`src/hdl/mcbd_pkg.sv`:
```
`timescale 1ns / 1ps
// Package for the multi-click button detector: shared types, codes and register constants.
package mcbd_pkg;

   // Configuration register file
   localparam int CFG_WIDTH       = 16;
   localparam int CFG_INDEX_WIDTH = 3;

   typedef logic [CFG_INDEX_WIDTH-1:0] cfg_index_type;
   typedef logic [CFG_WIDTH-1:0]       cfg_value_type;

   localparam cfg_index_type REG_PRESS_MIN  = 3'd0;
   localparam cfg_index_type REG_PRESS_MAX  = 3'd1;
   localparam cfg_index_type REG_LONG_PRESS = 3'd2;
   localparam cfg_index_type REG_MULTI_GAP  = 3'd3;

   localparam cfg_value_type PRESS_MIN_RESET  = 16'd2;
   localparam cfg_value_type PRESS_MAX_RESET  = 16'd50;
   localparam cfg_value_type LONG_PRESS_RESET = 16'd100;
   localparam cfg_value_type MULTI_GAP_RESET  = 16'd30;

   // Reported events
   localparam int EVENT_WIDTH = 3;
   typedef logic [EVENT_WIDTH-1:0] key_event_type;

   localparam key_event_type EV_NONE   = 3'd0;
   localparam key_event_type EV_SINGLE = 3'd1;
   localparam key_event_type EV_TRIPLE = 3'd3;
   localparam key_event_type EV_LONG   = 3'd4;

   // Press counter
   localparam int PRESS_COUNT_WIDTH = 3;
   typedef logic [PRESS_COUNT_WIDTH-1:0] press_count_type;
   localparam press_count_type PRESS_COUNT_MAX = 3'd7;

   // Key phase
   typedef enum logic [1:0] {
      PH_IDLE = 2'd0,
      PH_DOWN = 2'd1,
      PH_HELD = 2'd2,
      PH_UP   = 2'd3
   } phase_type;

endpackage

```
`src/hdl/multi_click_button_detector.sv`:
```
`timescale 1ns / 1ps
// Top level of the multi-click and long-press button detector.
//
// One item is one sampled key level per scan tick (0 pressed, 1 released), and every
// item gives exactly one result item: no event, a single, double or triple click, or a
// long press. The block accepts one item in every clock cycle while rsp_ready is high.
// An accepted item waits in an input register, the phase machine and its saturating
// hold and gap counters are updated by a short compare-and-increment path, and the
// event lands in an output register, so a result passes both registers in turn. The
// input register also acts as a skid stage: while a result waits for rsp_ready, one
// further item is still taken. The user must write the four thresholds through the
// csr_ port only while the block is idle; the block does not enforce this. Writes to
// indexes beyond the list are ignored. COUNT_BITS sets the width of the hold and gap
// counters, which saturate at their all-ones value.
module multi_click_button_detector #(
   parameter int COUNT_BITS = 16
) (
   input  logic                           clock,
   input  logic                           reset,
   // Input items
   input  logic                           req_valid,
   output logic                           req_ready,
   input  logic                           req_pin_level,
   // Result items
   output logic                           rsp_valid,
   input  logic                           rsp_ready,
   output mcbd_pkg::key_event_type        rsp_key_event,
   // Configuration writes
   input  logic                           csr_we,
   input  mcbd_pkg::cfg_index_type        csr_index,
   input  mcbd_pkg::cfg_value_type        csr_wdata
);
   import mcbd_pkg::*;

   // Compares are made at the wider of the counter and the register widths.
   localparam int CMP_BITS = (COUNT_BITS > CFG_WIDTH) ? COUNT_BITS : CFG_WIDTH;

   typedef logic [COUNT_BITS-1:0] count_type;
   typedef logic [CMP_BITS-1:0]   cmp_type;

   localparam count_type COUNT_MAX = {COUNT_BITS{1'b1}};
   localparam count_type COUNT_ONE = count_type'(1);

   // Configuration registers
   cfg_value_type press_min_ff, press_max_ff, long_press_ff, multi_gap_ff;

   // Input register (skid stage)
   logic in_valid_ff, in_valid_in;
   logic in_pin_ff;

   // Output register
   logic          out_valid_ff, out_valid_in;
   key_event_type out_event_ff, out_event_in;

   // Key state
   phase_type       phase_ff, phase_in;
   count_type       hold_ff, hold_in;
   count_type       gap_ff, gap_in;
   press_count_type press_count_ff, press_count_in;
   logic            mark_ff, mark_in;

   logic    advance;
   logic    released;
   cmp_type hold_cmp, gap_next_cmp;
   cmp_type press_min_cmp, press_max_cmp, long_press_cmp, multi_gap_cmp;
   count_type gap_step;
   count_type hold_base;

   // The processing step moves the input item into the output register whenever that
   // register is empty or its result is being taken in the same cycle.
   assign advance   = !out_valid_ff || rsp_ready;
   assign req_ready = !in_valid_ff || advance;

   assign rsp_valid     = out_valid_ff;
   assign rsp_key_event = out_event_ff;

   assign released = in_pin_ff;

   assign hold_cmp       = cmp_type'(hold_ff);
   assign press_min_cmp  = cmp_type'(press_min_ff);
   assign press_max_cmp  = cmp_type'(press_max_ff);
   assign long_press_cmp = cmp_type'(long_press_ff);
   assign multi_gap_cmp  = cmp_type'(multi_gap_ff);

   // While idle the gap keeps counting once a release has been seen.
   always_comb begin
      if (mark_ff && (gap_ff != COUNT_MAX)) begin
         gap_step = gap_ff + COUNT_ONE;
      end else begin
         gap_step = gap_ff;
      end
   end
   assign gap_next_cmp = cmp_type'(gap_step);

   // Phase machine: next state and the event of the current item.
   always_comb begin
      phase_in       = phase_ff;
      hold_in        = hold_ff;
      gap_in         = gap_ff;
      press_count_in = press_count_ff;
      mark_in        = mark_ff;
      out_event_in   = EV_NONE;
      hold_base      = hold_ff;

      case (phase_ff)
         PH_IDLE: begin
            phase_in = released ? PH_IDLE : PH_DOWN;
            gap_in   = gap_step;
            if ((hold_cmp < long_press_cmp) && (hold_cmp > press_max_cmp)) begin
               // A press that ran too long for a click but short of a long press.
               hold_in        = '0;
               gap_in         = '0;
               press_count_in = '0;
               mark_in        = 1'b0;
            end else if ((gap_next_cmp > multi_gap_cmp) && (hold_cmp > press_min_cmp) &&
                         (hold_cmp < press_max_cmp)) begin
               // The release gap has settled the click count.
               if ((press_count_ff >= press_count_type'(EV_SINGLE)) &&
                   (press_count_ff <= press_count_type'(EV_TRIPLE))) begin
                  out_event_in = key_event_type'(press_count_ff);
               end
               hold_in        = '0;
               gap_in         = '0;
               press_count_in = '0;
               mark_in        = 1'b0;
            end
         end
         PH_DOWN: begin
            phase_in = PH_HELD;
            if (press_count_ff != PRESS_COUNT_MAX) begin
               press_count_in = press_count_ff + press_count_type'(1);
            end
            mark_in = 1'b0;
            hold_in = '0;
         end
         PH_HELD: begin
            if (hold_cmp > long_press_cmp) begin
               // Long press; clearing the counters lets it repeat while the key stays down.
               out_event_in   = EV_LONG;
               hold_base      = '0;
               gap_in         = '0;
               press_count_in = '0;
               mark_in        = 1'b0;
            end
            if (released) begin
               phase_in = PH_UP;
               hold_in  = hold_base;
            end else if (hold_base != COUNT_MAX) begin
               hold_in = hold_base + COUNT_ONE;
            end else begin
               hold_in = hold_base;
            end
         end
         PH_UP: begin
            mark_in  = 1'b1;
            gap_in   = '0;
            phase_in = PH_IDLE;
         end
         default: begin
            phase_in = PH_IDLE;
         end
      endcase
   end

   // Handshake bookkeeping for both registers.
   always_comb begin
      if (req_valid && req_ready) begin
         in_valid_in = 1'b1;
      end else if (advance) begin
         in_valid_in = 1'b0;
      end else begin
         in_valid_in = in_valid_ff;
      end

      if (advance) begin
         out_valid_in = in_valid_ff;
      end else begin
         out_valid_in = out_valid_ff;
      end
   end

   always_ff @(posedge clock) begin
      if (reset) begin
         in_valid_ff  <= 1'b0;
         out_valid_ff <= 1'b0;
      end else begin
         in_valid_ff  <= in_valid_in;
         out_valid_ff <= out_valid_in;
      end
   end

   always_ff @(posedge clock) begin
      if (req_valid && req_ready) begin
         in_pin_ff <= req_pin_level;
      end
      if (advance && in_valid_ff) begin
         out_event_ff <= out_event_in;
      end
   end

   always_ff @(posedge clock) begin
      if (reset) begin
         phase_ff       <= PH_IDLE;
         hold_ff        <= '0;
         gap_ff         <= '0;
         press_count_ff <= '0;
         mark_ff        <= 1'b0;
      end else if (advance && in_valid_ff) begin
         phase_ff       <= phase_in;
         hold_ff        <= hold_in;
         gap_ff         <= gap_in;
         press_count_ff <= press_count_in;
         mark_ff        <= mark_in;
      end
   end

   always_ff @(posedge clock) begin
      if (reset) begin
         press_min_ff  <= PRESS_MIN_RESET;
         press_max_ff  <= PRESS_MAX_RESET;
         long_press_ff <= LONG_PRESS_RESET;
         multi_gap_ff  <= MULTI_GAP_RESET;
      end else if (csr_we) begin
         case (csr_index)
            REG_PRESS_MIN:  press_min_ff  <= csr_wdata;
            REG_PRESS_MAX:  press_max_ff  <= csr_wdata;
            REG_LONG_PRESS: long_press_ff <= csr_wdata;
            REG_MULTI_GAP:  multi_gap_ff  <= csr_wdata;
            default: begin
            end
         endcase
      end
   end

endmodule

```
`config.mk`:
```
export PLATFORM = sky130hd
export DESIGN_NAME = multi_click_button_detector
export DESIGN_NICKNAME = d
export VERILOG_FILES = /design/src/hdl/mcbd_pkg.sv /design/src/hdl/multi_click_button_detector.sv
export SDC_FILE = /design/constraint.sdc
export NUM_CORES = 1
export LEC_CHECK = 0
export ABC_AREA = 1
export BUFFER_PORTS_ARGS = -buffer_cell sky130_fd_sc_hd__buf_2
export CORE_MARGIN = 3
export CORE_UTILIZATION = 64
export CTS_BUF_LIST = sky130_fd_sc_hd__clkbuf_4
export DETAILED_ROUTE_END_ITERATION = 6
export PLACE_DENSITY = 0.84
export SLEW_MARGIN = 40
export SYNTH_ARGS = -nofsm -noshare
export SYNTH_HDL_FRONTEND = slang
export SYNTH_SLANG_ARGS = --single-unit
```
`constraint.sdc`:
```
create_clock -name clock -period 4.1 [get_ports clock]
set_input_delay 0.41 -clock clock [delete_from_list [all_inputs] [get_ports clock]]
set_output_delay 0.41 -clock clock [all_outputs]
set_load 0.05 [all_outputs]
```
==> impl_metrics.yaml, run 1 <==
run_status:
  run_status: "finished, final reports clean"
clock_network:
  clkTransAtPathRegs_ns: 0.15
  insertion_delay_ns: 0.46
  cts_hold_repair.buffers: 0
  cts_inserted_buffers: 9
  ctsRootBufferMaster: "sky130_fd_sc_hd__clkbuf_4"
  tritoncts: "done"
  htreeDepth: 3
  cts.sinks: 108
  cts-root-to-sink-buffers: 2
power_and_ir_drop:
  clock_group_share_of_total_power_pct: 25.9
  finalPower_uw: 1770
  cellInternalPower_uw: 1270
  p_per_area_nw_per_um2: 254
  power.ir.vdd_worst_mv: 0.153
  swShare_pct: 28.2
  power_frac_seq_pct: 61.9
  power.leakage_uw: 0.00321
  switchingPower_uw: 500
  power_frac_comb_pct: 12.2
sta:
  timing.clock.skew_ns: 0.0150
  finalCritPeriodShare_pct: 89.4
  fmax_ghz: 0.273
  period_needed_ns: 3.67
  rsz0062_at_grt: "false"
  worst-slew-pin-transition_ns: 0.744
  finalMaxSlewViolations: 0
  tns_ns: 0
  hold_viol_final: 0
  fin_hold_ws_ns: 0.128
  setup_viol: 0
  final.setup.worst_slack_ns: 0.435
  slew_hr_pct: 50.3
synth:
  synth_cell_type_count: 38
  yosys_register_bits: 108
  netlist_instances: 943
  syn_avg_cell_area_um2: 7.03
  post_synth_instance_area_um2: 6630
  post_synthesis_sequential_area_ratio_pct: 33.2
  postSynthNetCount: 1042
  yosysWarningCount: 0
grt:
  grt_start_max_net_pins: 59
  global_route_wire_length_before_repair_mm: 25.2
  groute.usage.overall_pct: 26.8
  globalRoute.totalOverflow: 0
  grt_antenna_before_repair: 0
  grt_pass1_vias: 5305
final_layout:
  mostFrequentLayoutCells: "189 x sky130_fd_sc_hd__nand2_1, 146 x sky130_fd_sc_hd__inv_1, 121 x sky130_fd_sc_hd__a21oi_1"
  final_common_cell: "sky130_fd_sc_hd__nand2_1"
  post_route_cells_drive_above_1_share_pct: 6.74
  design.final.nets: 1060
  layout.cell_area.non_filler_um2: 6980
  number_of_antenna_cells_inserted: 0
  synthToLayoutAreaGrowth_pct: 5.21
min_path:
  min_from: "req_pin_level"
  whs_endpoint: "in_pin_ff"
  min-delay-path-class: "in2reg"
  timing.hold.worst_path_depth: 1
worst_setup_path:
  r2r_start: "gap_ff[0]"
  worst_r2r_path_depth: 22
  timing.rr.end: "press_count_ff[1]"
  crit_fanout: 5
  critical_path_required_ns: 4.44
  ff2ff_setup_slack_ns: 0.43
  startpoint_type: "register"
  worst_path_arrival_ns: 4.01
  worst-setup-path-type: "reg2reg"
  cp-end-kind: "register"
placement:
  dp_hpwl_mm: 11.0
  post_dp_cell_area_um2: 6860
  place_ws_ns: 0.317
  portBuffers: 29
  place.gp.congestion: 0.888
detailed_routing:
  routed_wire_length_per_instance_um: 13.4
  vias_per_cell: 5.39
  drt_iter0_markers: 336
  iteration_count_of_the_initial_detailed_routing_pass: 5
  via_count: 5918
  drt_wl_total_mm: 14.7
  remaining_drc_errors: 0
  number_of_nets_still_failing_antenna_checks_after_routing: 0
floorplan:
  coreArea_um2: 9910
  fp-row-count: 36
  initial_core_util_pct: 66.9
  die_x_um: 108
  num_io_pins: 30
  die_h_um: 108
  design.die.area_um2: 11600
job:
  cap_violations: 0
## stage by stage
| step | util (%) | instances |
|---|---|---|
| 2_1_floorplan | - | 943 |
| 3_3_place_gp | 69.2 | 1083 |
| 3_5_place_dp | 69.2 | 1083 |
| 4_1_cts | 70.2 | 1098 |
| 5_1_grt | 70.4 | 1098 |
| 6_report | 70.4 | 1098 |
## per-layer routing
metal	track usage, %	up-vias	routed length (um)
li1	-	3122	-
met1	37.8	2652	7130
met2	42.2	116	6620
met3	3.96	28	663
met4	8.75	0	339
met5	0	-	0
## cell families after synthesis
family          Yosys count  share of synthesized area, %
compound gates          209                          16.5
flops                   108                          33.2
buf+inv                 180                          10.7
fa+ha+maj                74                          14.0
simple gates            355                          23.4
xor+xnor                 17                          2.24
## area by class of cell
class	count	area, um^2
fill	880	2930
sequential	108	2200
multi-input combinational	655	3740
tap	133	166
clock buffer	9	67.6
inverter	149	559
clock inverter	6	31.3
timing repair buffer	38	213
## worst max path at each step
stage / start / depth (start not counted) / to
6_report: gap_ff[0] / 22 / press_count_ff[1]
2_1_floorplan: gap_ff[0] / 22 / hold_cmp[4]
4_1_cts: gap_ff[1] / 22 / press_count_ff[1]
3_5_place_dp: gap_ff[1] / 22 / press_count_ff[1]
5_1_grt: gap_ff[0] / 22 / press_count_ff[1]
3_3_place_gp: gap_ff[0] / 22 / press_count_ff[2]
## cells in the mapped netlist (all sizes together)
| master | instances | area share (%) |
|---|---|---|
| a211oi | 1 | 0.11 |
| a21o | 1 | 0.11 |
| a21oi | 123 | 9.5 |
| a22oi | 2 | 0.23 |
| buf | 6 | 0.74 |
| clkbuf | 25 | 1.6 |
| dfxtp | 104 | 31 |
| edfxtp | 4 | 1.8 |
| ha | 74 | 14 |
| inv | 149 | 8.4 |
| nand2 | 192 | 11 |
| nand3 | 57 | 4.4 |
| nand3b | 3 | 0.34 |
| nand4 | 15 | 1.4 |
| nor2 | 65 | 4.0 |
| nor3 | 15 | 1.2 |
| nor3b | 2 | 0.40 |
| nor4 | 4 | 0.38 |
| nor4b | 1 | 0.13 |
| o211ai | 8 | 0.91 |
| o21a | 1 | 0.11 |
| o21ai | 72 | 5.4 |
| o22ai | 1 | 0.094 |
| or2 | 1 | 0.094 |
| xnor2 | 4 | 0.53 |
| xor2 | 13 | 1.7 |
## power by group through the flow
stage	clock network (uW)	registers, uW	logic [uW]
2_1_floorplan	0	1120	146
3_3_place_gp	0	1120	204
3_5_place_dp	0	1120	209
4_1_cts	472	1100	210
5_1_grt	514	1100	247
6_report	460	1100	216
## flip-flops by register name (all words and copies together) (netlist names), 2 cells and up
signal and flops:
hold_cmp 16, multi_gap_cmp 16, press_count_ff 3, phase_ff 2, press_min_cmp 16, rsp_key_event 3, gap_ff 16, press_max_cmp 16
long_press_cmp 16
## worst max-delay path, cell delays in order (launching register included)
cell and delay [ns]:
sky130_fd_sc_hd__dfxtp_1 0.36, sky130_fd_sc_hd__ha_1 0.22, sky130_fd_sc_hd__nand3_1 0.14, sky130_fd_sc_hd__nor3_2 0.07, sky130_fd_sc_hd__nand4_1 0.07, sky130_fd_sc_hd__nand2_1 0.12, sky130_fd_sc_hd__nor3_1 0.27, sky130_fd_sc_hd__nand3_1 0.17
sky130_fd_sc_hd__nor2_1 0.15, sky130_fd_sc_hd__xnor2_1 0.13, sky130_fd_sc_hd__inv_1 0.07, sky130_fd_sc_hd__ha_1 0.27, sky130_fd_sc_hd__nand2_1 0.10, sky130_fd_sc_hd__o21ai_0 0.30, sky130_fd_sc_hd__a22oi_1 0.11, sky130_fd_sc_hd__nand3_1 0.10
sky130_fd_sc_hd__nand4_1 0.16, sky130_fd_sc_hd__nand2_1 0.18, sky130_fd_sc_hd__nand2_1 0.06, sky130_fd_sc_hd__nor2_1 0.15, sky130_fd_sc_hd__nand2_1 0.14, sky130_fd_sc_hd__o21ai_0 0.16, sky130_fd_sc_hd__nor2_1 0.05
## repair_timing
action | CTS | global route
endpoints found under the hold margin | 0 | 0
setup endpoints to repair | 0 | 35
setup buffers | 0 | 0
resized for setup | 0 | 4
Power figures use the tool's default switching activity.
==> run 2, diff against run 1 <==
--- a/config.mk
+++ b/config.mk
@@ -5,14 +5,14 @@
 export SDC_FILE = /design/constraint.sdc
 export NUM_CORES = 1
 export LEC_CHECK = 0
-export ABC_AREA = 1
 export BUFFER_PORTS_ARGS = -buffer_cell sky130_fd_sc_hd__buf_2
 export CORE_MARGIN = 3
 export CORE_UTILIZATION = 64
 export CTS_BUF_LIST = sky130_fd_sc_hd__clkbuf_4
 export DETAILED_ROUTE_END_ITERATION = 6
-export PLACE_DENSITY = 0.84
+export PLACE_DENSITY = 0.85
 export SLEW_MARGIN = 40
 export SYNTH_ARGS = -nofsm -noshare
 export SYNTH_HDL_FRONTEND = slang
 export SYNTH_SLANG_ARGS = --single-unit
+export TNS_END_PERCENT = 5
==> constraint.sdc (replaced) <==
create_clock -name clock -period 4.1 [get_ports clock]
set_input_delay 0.41 -clock clock [delete_from_list [all_inputs] [get_ports clock]]
set_output_delay 0.41 -clock clock [all_outputs]
set_load 0.02 [all_outputs]
==> impl_metrics.yaml, run 2 <==
run_status:
  run_status: "finished, final reports clean"
power_and_ir_drop:
  power.leakage_uw: 0.00290
  finalPower_uw: 1830
  power.ir.vdd_worst_mv: 0.241
  p_per_area_nw_per_um2: 253
final_layout:
  mostFrequentLayoutCells: "172 x sky130_fd_sc_hd__nand2_1, 102 x sky130_fd_sc_hd__a21oi_1, 101 x sky130_fd_sc_hd__dfxtp_1"
  post_route_cells_drive_above_1_share_pct: 14.4
  final_common_cell: "sky130_fd_sc_hd__nand2_1"
  final_core_utilization_pct: 76.4
  n_fill_cell: 697
  design.final.nets: 979
  number_of_antenna_cells_inserted: 0
  synthToLayoutAreaGrowth_pct: 12.8
detailed_routing:
  drt_iter0_markers: 594
  drt_wl_total_mm: 17.5
  remaining_drc_errors: 0
  via_count: 6274
  vias_per_cell: 6.19
  number_of_nets_still_failing_antenna_checks_after_routing: 0
  routed_wire_length_per_instance_um: 17.3
  iteration_count_of_the_initial_detailed_routing_pass: 5
job:
  cap_violations: 0
worst_setup_path:
  cp-end-kind: "register"
  timing.critical_path.from: "gap_ff[4]"
  worst-setup-path-type: "reg2reg"
  startpoint_type: "register"
  crit_fanout: 8
  worst_path_arrival_ns: 4.36
  critical_path_required_ns: 4.51
  r2r_start: "gap_ff[4]"
  worst_r2r_path_depth: 17
synth:
  synth_commonest_cells: "172 x sky130_fd_sc_hd__nand2_1, 104 x sky130_fd_sc_hd__a21oi_1, 104 x sky130_fd_sc_hd__dfxtp_1"
  number_of_enable_type_register_cells_in_the_synthesized_netlist: 4
  post_synthesis_sequential_area_ratio_pct: 34.2
  biggest_area_consumer_among_synthesized_cells: "sky130_fd_sc_hd__dfxtp_1"
  yosys-top-cells-area: "sky130_fd_sc_hd__dfxtp_1 32%, sky130_fd_sc_hd__ha_1 14%, sky130_fd_sc_hd__nand2_1 10%"
  postSynth.topFlopCell: "sky130_fd_sc_hd__dfxtp_1"
  syn_avg_cell_area_um2: 7.67
  ys_async_sr_fraction_pct: 0
  synth_cell_type_count: 56
  netlist_instances: 838
  yosys_register_bits: 108
  post_synth_instance_area_um2: 6430
  yosysWarningCount: 0
  synth_top_area_share_pct: 32.4
  postSynthNetCount: 937
  synthMostInstantiatedCell: "sky130_fd_sc_hd__nand2_1"
clock_network:
  clkTransAtPathRegs_ns: 0.18
  cts_inserted_buffers: 9
  cts_hold_repair.buffers: 0
  tritoncts: "done"
  htreeDepth: 3
  cts-root-to-sink-buffers: 2
  ctsRootBufferMaster: "sky130_fd_sc_hd__clkbuf_4"
  insertion_delay_ns: 0.46
  cts.sinks: 108
floorplan:
  fp-row-count: 35
  die_x_um: 106
  die_h_um: 106
  num_io_pins: 30
  coreArea_um2: 9500
  initial_core_util_pct: 67.7
  design.die.area_um2: 11300
sta:
  tns_ns: 0
  worst-slew-pin-transition_ns: 0.798
  hold_viol_final: 0
  slew_hr_pct: 46.8
  timing.clock.skew_ns: 0.0197
  fin_hold_ws_ns: 0.130
  final.setup.worst_slack_ns: 0.144
  finalCritPeriodShare_pct: 96.5
  setup_viol: 0
  fmax_ghz: 0.253
  finalMaxSlewViolations: 0
  period_needed_ns: 3.96
min_path:
  timing.hold.worst_path_depth: 1
  min_from: "req_pin_level"
  min-delay-path-class: "in2reg"
grt:
  global_route_wire_length_before_repair_mm: 27.6
  grt_start_max_net_pins: 88
  grt_pass1_vias: 5865
  global_route.peak_usage_layer: "met2"
  globalRoute.totalOverflow: 0
  global_route.usage.met2_pct: 49.1
  globalRouteMet3Util_pct: 5.22
  groute.usage.overall_pct: 29.9
  grt_antenna_before_repair: 0
  grtUsageMet1_pct: 40.1
placement:
  place_ws_ns: -0.00771
  dp_hpwl_mm: 12.4
  portBuffers: 29
  place.gp.congestion: 0.884
run 2: cell count changes in the layout (fill, tap and decap cells not counted), moves of 9 or more:
cell / previous run / this run
sky130_fd_sc_hd__a21oi_1: 121 / 102
sky130_fd_sc_hd__and2_1: 0 / 9
sky130_fd_sc_hd__buf_4: 9 / 31
sky130_fd_sc_hd__inv_1: 146 / 70
sky130_fd_sc_hd__nand2_1: 189 / 172
sky130_fd_sc_hd__nand3_1: 56 / 22
sky130_fd_sc_hd__nor2_1: 63 / 38
sky130_fd_sc_hd__nor2b_1: 0 / 13
sky130_fd_sc_hd__o211ai_1: 8 / 17
sky130_fd_sc_hd__o21ai_0: 72 / 25
sky130_fd_sc_hd__xor2_1: 13 / 0
run 2: layout make-up:
| type | count | area (um^2) | area share, % |
|---|---|---|---|
| Timing Repair Buffer | 66 | 482 | 6.64 |
| Tap cell | 129 | 161 | 2.22 |
| Inverter | 71 | 267 | 3.67 |
| Clock inverter | 6 | 72.6 | 1.00 |
| Sequential cell | 108 | 2210 | 30.4 |
| Multi-Input combinational cell | 624 | 4000 | 55.1 |
| Clock buffer | 9 | 67.6 | 0.931 |
run 2: layer usage:
layer | part of all wire, % | routed length [um]
met5 | 0 | 0
met4 | 2.9 | 513
met3 | 7.9 | 1390
met2 | 47 | 8310
met1 | 42 | 7320
run 2: path summary, 6_finish.rpt:
check	end	slack, ns
worst max register to register	hold_cmp[8]	0.14
worst min register to register	press_min_cmp[7]	0.47
worst max-delay path	hold_cmp[8]	0.14
worst min-delay path	in_pin_ff	0.13
run 2: power breakdown:
| group | internal (uW) | switching (uW) |
|---|---|---|
| sequential | 1080 | 10.4 |
| clock | 192 | 370 |
| combinational | 64.2 | 122 |
run 2: metrics by stage:
step	cells	instance area, um^2
floorplan	838	6450
global placement	986	6820
detailed placement	986	6820
CTS	1001	6960
global route	1013	7260
finish	1013	7260
run 2: logic make-up (layout without fill, tap and decap cells):
| family | count (synthesis) | in the layout | synth area share, % |
|---|---|---|---|
| and+or+nand+nor | 340 | 340 | 24.7 |
| AOI/OAI and AO/OA | 198 | 198 | 18.6 |
| muxes | 4 | 4 | 0.623 |
| adders and majority gates | 74 | 74 | 14.4 |
| DFF | 108 | 108 | 34.2 |
| buffers and inverters | 106 | 152 | 6.34 |
| xor gates and xnor gates | 8 | 8 | 1.09 |
run 2: critical path, stage by stage, from the launching register on:
cell and delay, ns:
sky130_fd_sc_hd__dfxtp_1 0.38, sky130_fd_sc_hd__and3_1 0.23, sky130_fd_sc_hd__nand3_4 0.15, sky130_fd_sc_hd__o31ai_4 0.09, sky130_fd_sc_hd__buf_4 0.16, sky130_fd_sc_hd__or3_4 0.35
sky130_fd_sc_hd__o21a_1 0.19, sky130_fd_sc_hd__or2_4 0.26, sky130_fd_sc_hd__ha_4 0.27, sky130_fd_sc_hd__nand4_1 0.13, sky130_fd_sc_hd__nor2_2 0.16, sky130_fd_sc_hd__and3_4 0.20
sky130_fd_sc_hd__a211oi_2 0.05, sky130_fd_sc_hd__and4bb_4 0.39, sky130_fd_sc_hd__o21ai_4 0.11, sky130_fd_sc_hd__buf_12 0.17, sky130_fd_sc_hd__or4_4 0.46, sky130_fd_sc_hd__a21oi_1 0.14
run 2: what timing repair did:
item,CTS,global route
gates cloned,0,2
buffers inserted,0,10
setup endpoints to repair,7,35
pin swaps,0,19
gates resized for setup,1,37
endpoints found under the hold margin,0,0
==> run 3, diff against run 2 <==
--- a/config.mk
+++ b/config.mk
@@ -7,10 +7,10 @@
 export LEC_CHECK = 0
 export BUFFER_PORTS_ARGS = -buffer_cell sky130_fd_sc_hd__buf_2
 export CORE_MARGIN = 3
-export CORE_UTILIZATION = 64
+export CORE_UTILIZATION = 35
 export CTS_BUF_LIST = sky130_fd_sc_hd__clkbuf_4
 export DETAILED_ROUTE_END_ITERATION = 6
-export PLACE_DENSITY = 0.85
+export PLACE_DENSITY = 0.52
 export SLEW_MARGIN = 40
 export SYNTH_ARGS = -nofsm -noshare
 export SYNTH_HDL_FRONTEND = slang
==> impl_metrics.yaml, run 3 (synthesis gave the netlist of run 2 again) <==
detailed_routing:
  routed_wire_length_per_instance_um: 16.0
  drt_wl_total_mm: 17.8
  drt_iter0_markers: 325
  vias_per_cell: 5.17
  number_of_nets_still_failing_antenna_checks_after_routing: 0
  via_count: 5754
  remaining_drc_errors: 0
  iteration_count_of_the_initial_detailed_routing_pass: 4
clock_network:
  tritoncts: "done"
  cts_inserted_buffers: 9
  ctsRootBufferMaster: "sky130_fd_sc_hd__clkbuf_4"
  clkTransAtPathRegs_ns: 0.16
  htreeDepth: 3
  cts.sinks: 108
  insertion_delay_ns: 0.47
  cts-root-to-sink-buffers: 2
final_layout:
  final_common_cell: "sky130_fd_sc_hd__nand2_1"
  mostFrequentLayoutCells: "172 x sky130_fd_sc_hd__nand2_1, 103 x sky130_fd_sc_hd__dfxtp_1, 100 x sky130_fd_sc_hd__a21oi_1"
  design.final.nets: 981
  synthToLayoutAreaGrowth_pct: 14.0
  post_route_cells_drive_above_1_share_pct: 14.1
  layout.cell_area.non_filler_um2: 7330
floorplan:
  design.die.area_um2: 20000
  coreArea_um2: 17700
  num_io_pins: 30
  initial_core_util_pct: 36.4
  fp-row-count: 48
  die_h_um: 142
  die_x_um: 142
grt:
  grt_pass1_vias: 5475
  globalRoute.totalOverflow: 0
  groute.usage.overall_pct: 18.1
  grt_antenna_before_repair: 1
  global_route_wire_length_before_repair_mm: 29.1
  grt_start_max_net_pins: 67
placement:
  portBuffers: 29
  post_dp_cell_area_um2: 7020
  place_ws_ns: 0.0243
  place.gp.congestion: 0.840
  dp_hpwl_mm: 12.9
sta:
  final.setup.worst_slack_ns: 0.227
  setup_viol: 0
  timing.clock.skew_ns: 0.0134
  finalCritPeriodShare_pct: 94.5
  slew_hr_pct: 45.8
  finalMaxSlewViolations: 0
  fmax_ghz: 0.258
  worst-slew-pin-transition_ns: 0.813
  period_needed_ns: 3.87
  tns_ns: 0
  hold_viol_final: 0
  rsz0062_at_grt: "false"
  fin_hold_ws_ns: 0.110
worst_setup_path:
  path_cells: "and3_1 -> nand3_2 -> or3_4 -> o21a_1 -> or2_2 -> ha_1 -> o21ai_0 -> nor2_1 -> a211o_1 -> a211oi_1 -> and4bb_4 -> o21ai_4 -> clkbuf_16 -> nor2b_1 -> o221a_2"
  critical_path_required_ns: 4.47
  crit_fanout: 14
  cp-end-kind: "register"
  crit_path_top_delay_cell: "sky130_fd_sc_hd__or3_4"
  startpoint_type: "register"
  worst_path_arrival_ns: 4.25
  timing.critical_path.slowest_cell_delay_ns: 0.46
  worst-setup-path-type: "reg2reg"
power_and_ir_drop:
  power_frac_comb_pct: 10.5
  cellInternalPower_uw: 1250
  power.leakage_uw: 0.00289
  power_frac_seq_pct: 62.2
  p_per_area_nw_per_um2: 238
  swShare_pct: 28.2
  power.ir.vdd_worst_mv: 0.140
  clock_group_share_of_total_power_pct: 27.3
  switchingPower_uw: 491
job:
  cap_violations: 0
run_status:
  run_status: "finished, final reports clean"
min_path:
  min-delay-path-class: "in2reg"
[run 3: cell count changes in the layout (fill, tap and decap cells not counted), sizes merged]
cell,delta
diode,+1
buf,+2
bufinv,-1
clkinvlp,+1
clkinv,+4
inv,-3
[run 3: stage by stage]
stage               std cells  power [uW]  utilization (%)
finish                   1113        1740             41.5
global route             1113        1830             41.5
CTS                      1107        1770             40.3
detailed placement       1091        1280             39.7
global placement         1091        1280             39.7
floorplan                 838        1210                -
[run 3: what timing repair did]
action,4_1_cts,5_1_grt
gates resized for setup,1,27
setup endpoints to repair,1,33
setup buffers,0,3
hold buffers,0,0
pin swaps,0,14
cloned,0,2
[run 3: critical path, delay by kind of cell, from the launching register on]
kind	cells	cell delay [ns]
compound gates	6	1.34
simple gates	7	1.53
fa+ha+maj	1	0.29
buf+inv	1	0.22
flops	1	0.39
[run 3: power by group through the flow]
stage / clock, uW / sequential, uW / combinational (uW)
2_1_floorplan: 0 / 1110 / 107
3_3_place_gp: 0 / 1110 / 176
3_5_place_dp: 0 / 1110 / 177
4_1_cts: 504 / 1080 / 177
5_1_grt: 535 / 1090 / 208
6_report: 476 / 1080 / 184
[run 3: final timing paths]
check | from | to | slack, ns | cells past startpoint
max | gap_ff[5] | hold_cmp[2] | 0.23 | 15
min | req_pin_level | in_pin_ff | 0.11 | 1
max reg2reg | gap_ff[5] | hold_cmp[2] | 0.23 | 15
min reg2reg | multi_gap_cmp[9] | multi_gap_cmp[9] | 0.46 | 2
[run 3: cell type report]
| cell class | count | area [um^2] |
|---|---|---|
| fill | 1884 | 10300 |
| multi-input combinational | 624 | 3970 |
| sequential | 108 | 2200 |
| timing repair buffer | 68 | 502 |
| tap | 225 | 282 |
| inverter | 71 | 267 |
| clock buffer | 9 | 67.6 |
| clock inverter | 7 | 33.8 |
| antenna | 1 | 2.50 |
[run 3: per-layer routing]
metal | share of wire [%] | vias to the layer above | track usage [%] | wire (um)
met5 | 0 | - | 0 | 0
met2 | 43 | 96 | 27.7 | 7760
li1 | - | 2994 | - | -
met3 | 3.4 | 19 | 2.09 | 605
met1 | 51 | 2645 | 26.7 | 9180
met4 | 1.7 | 0 | 5.66 | 298
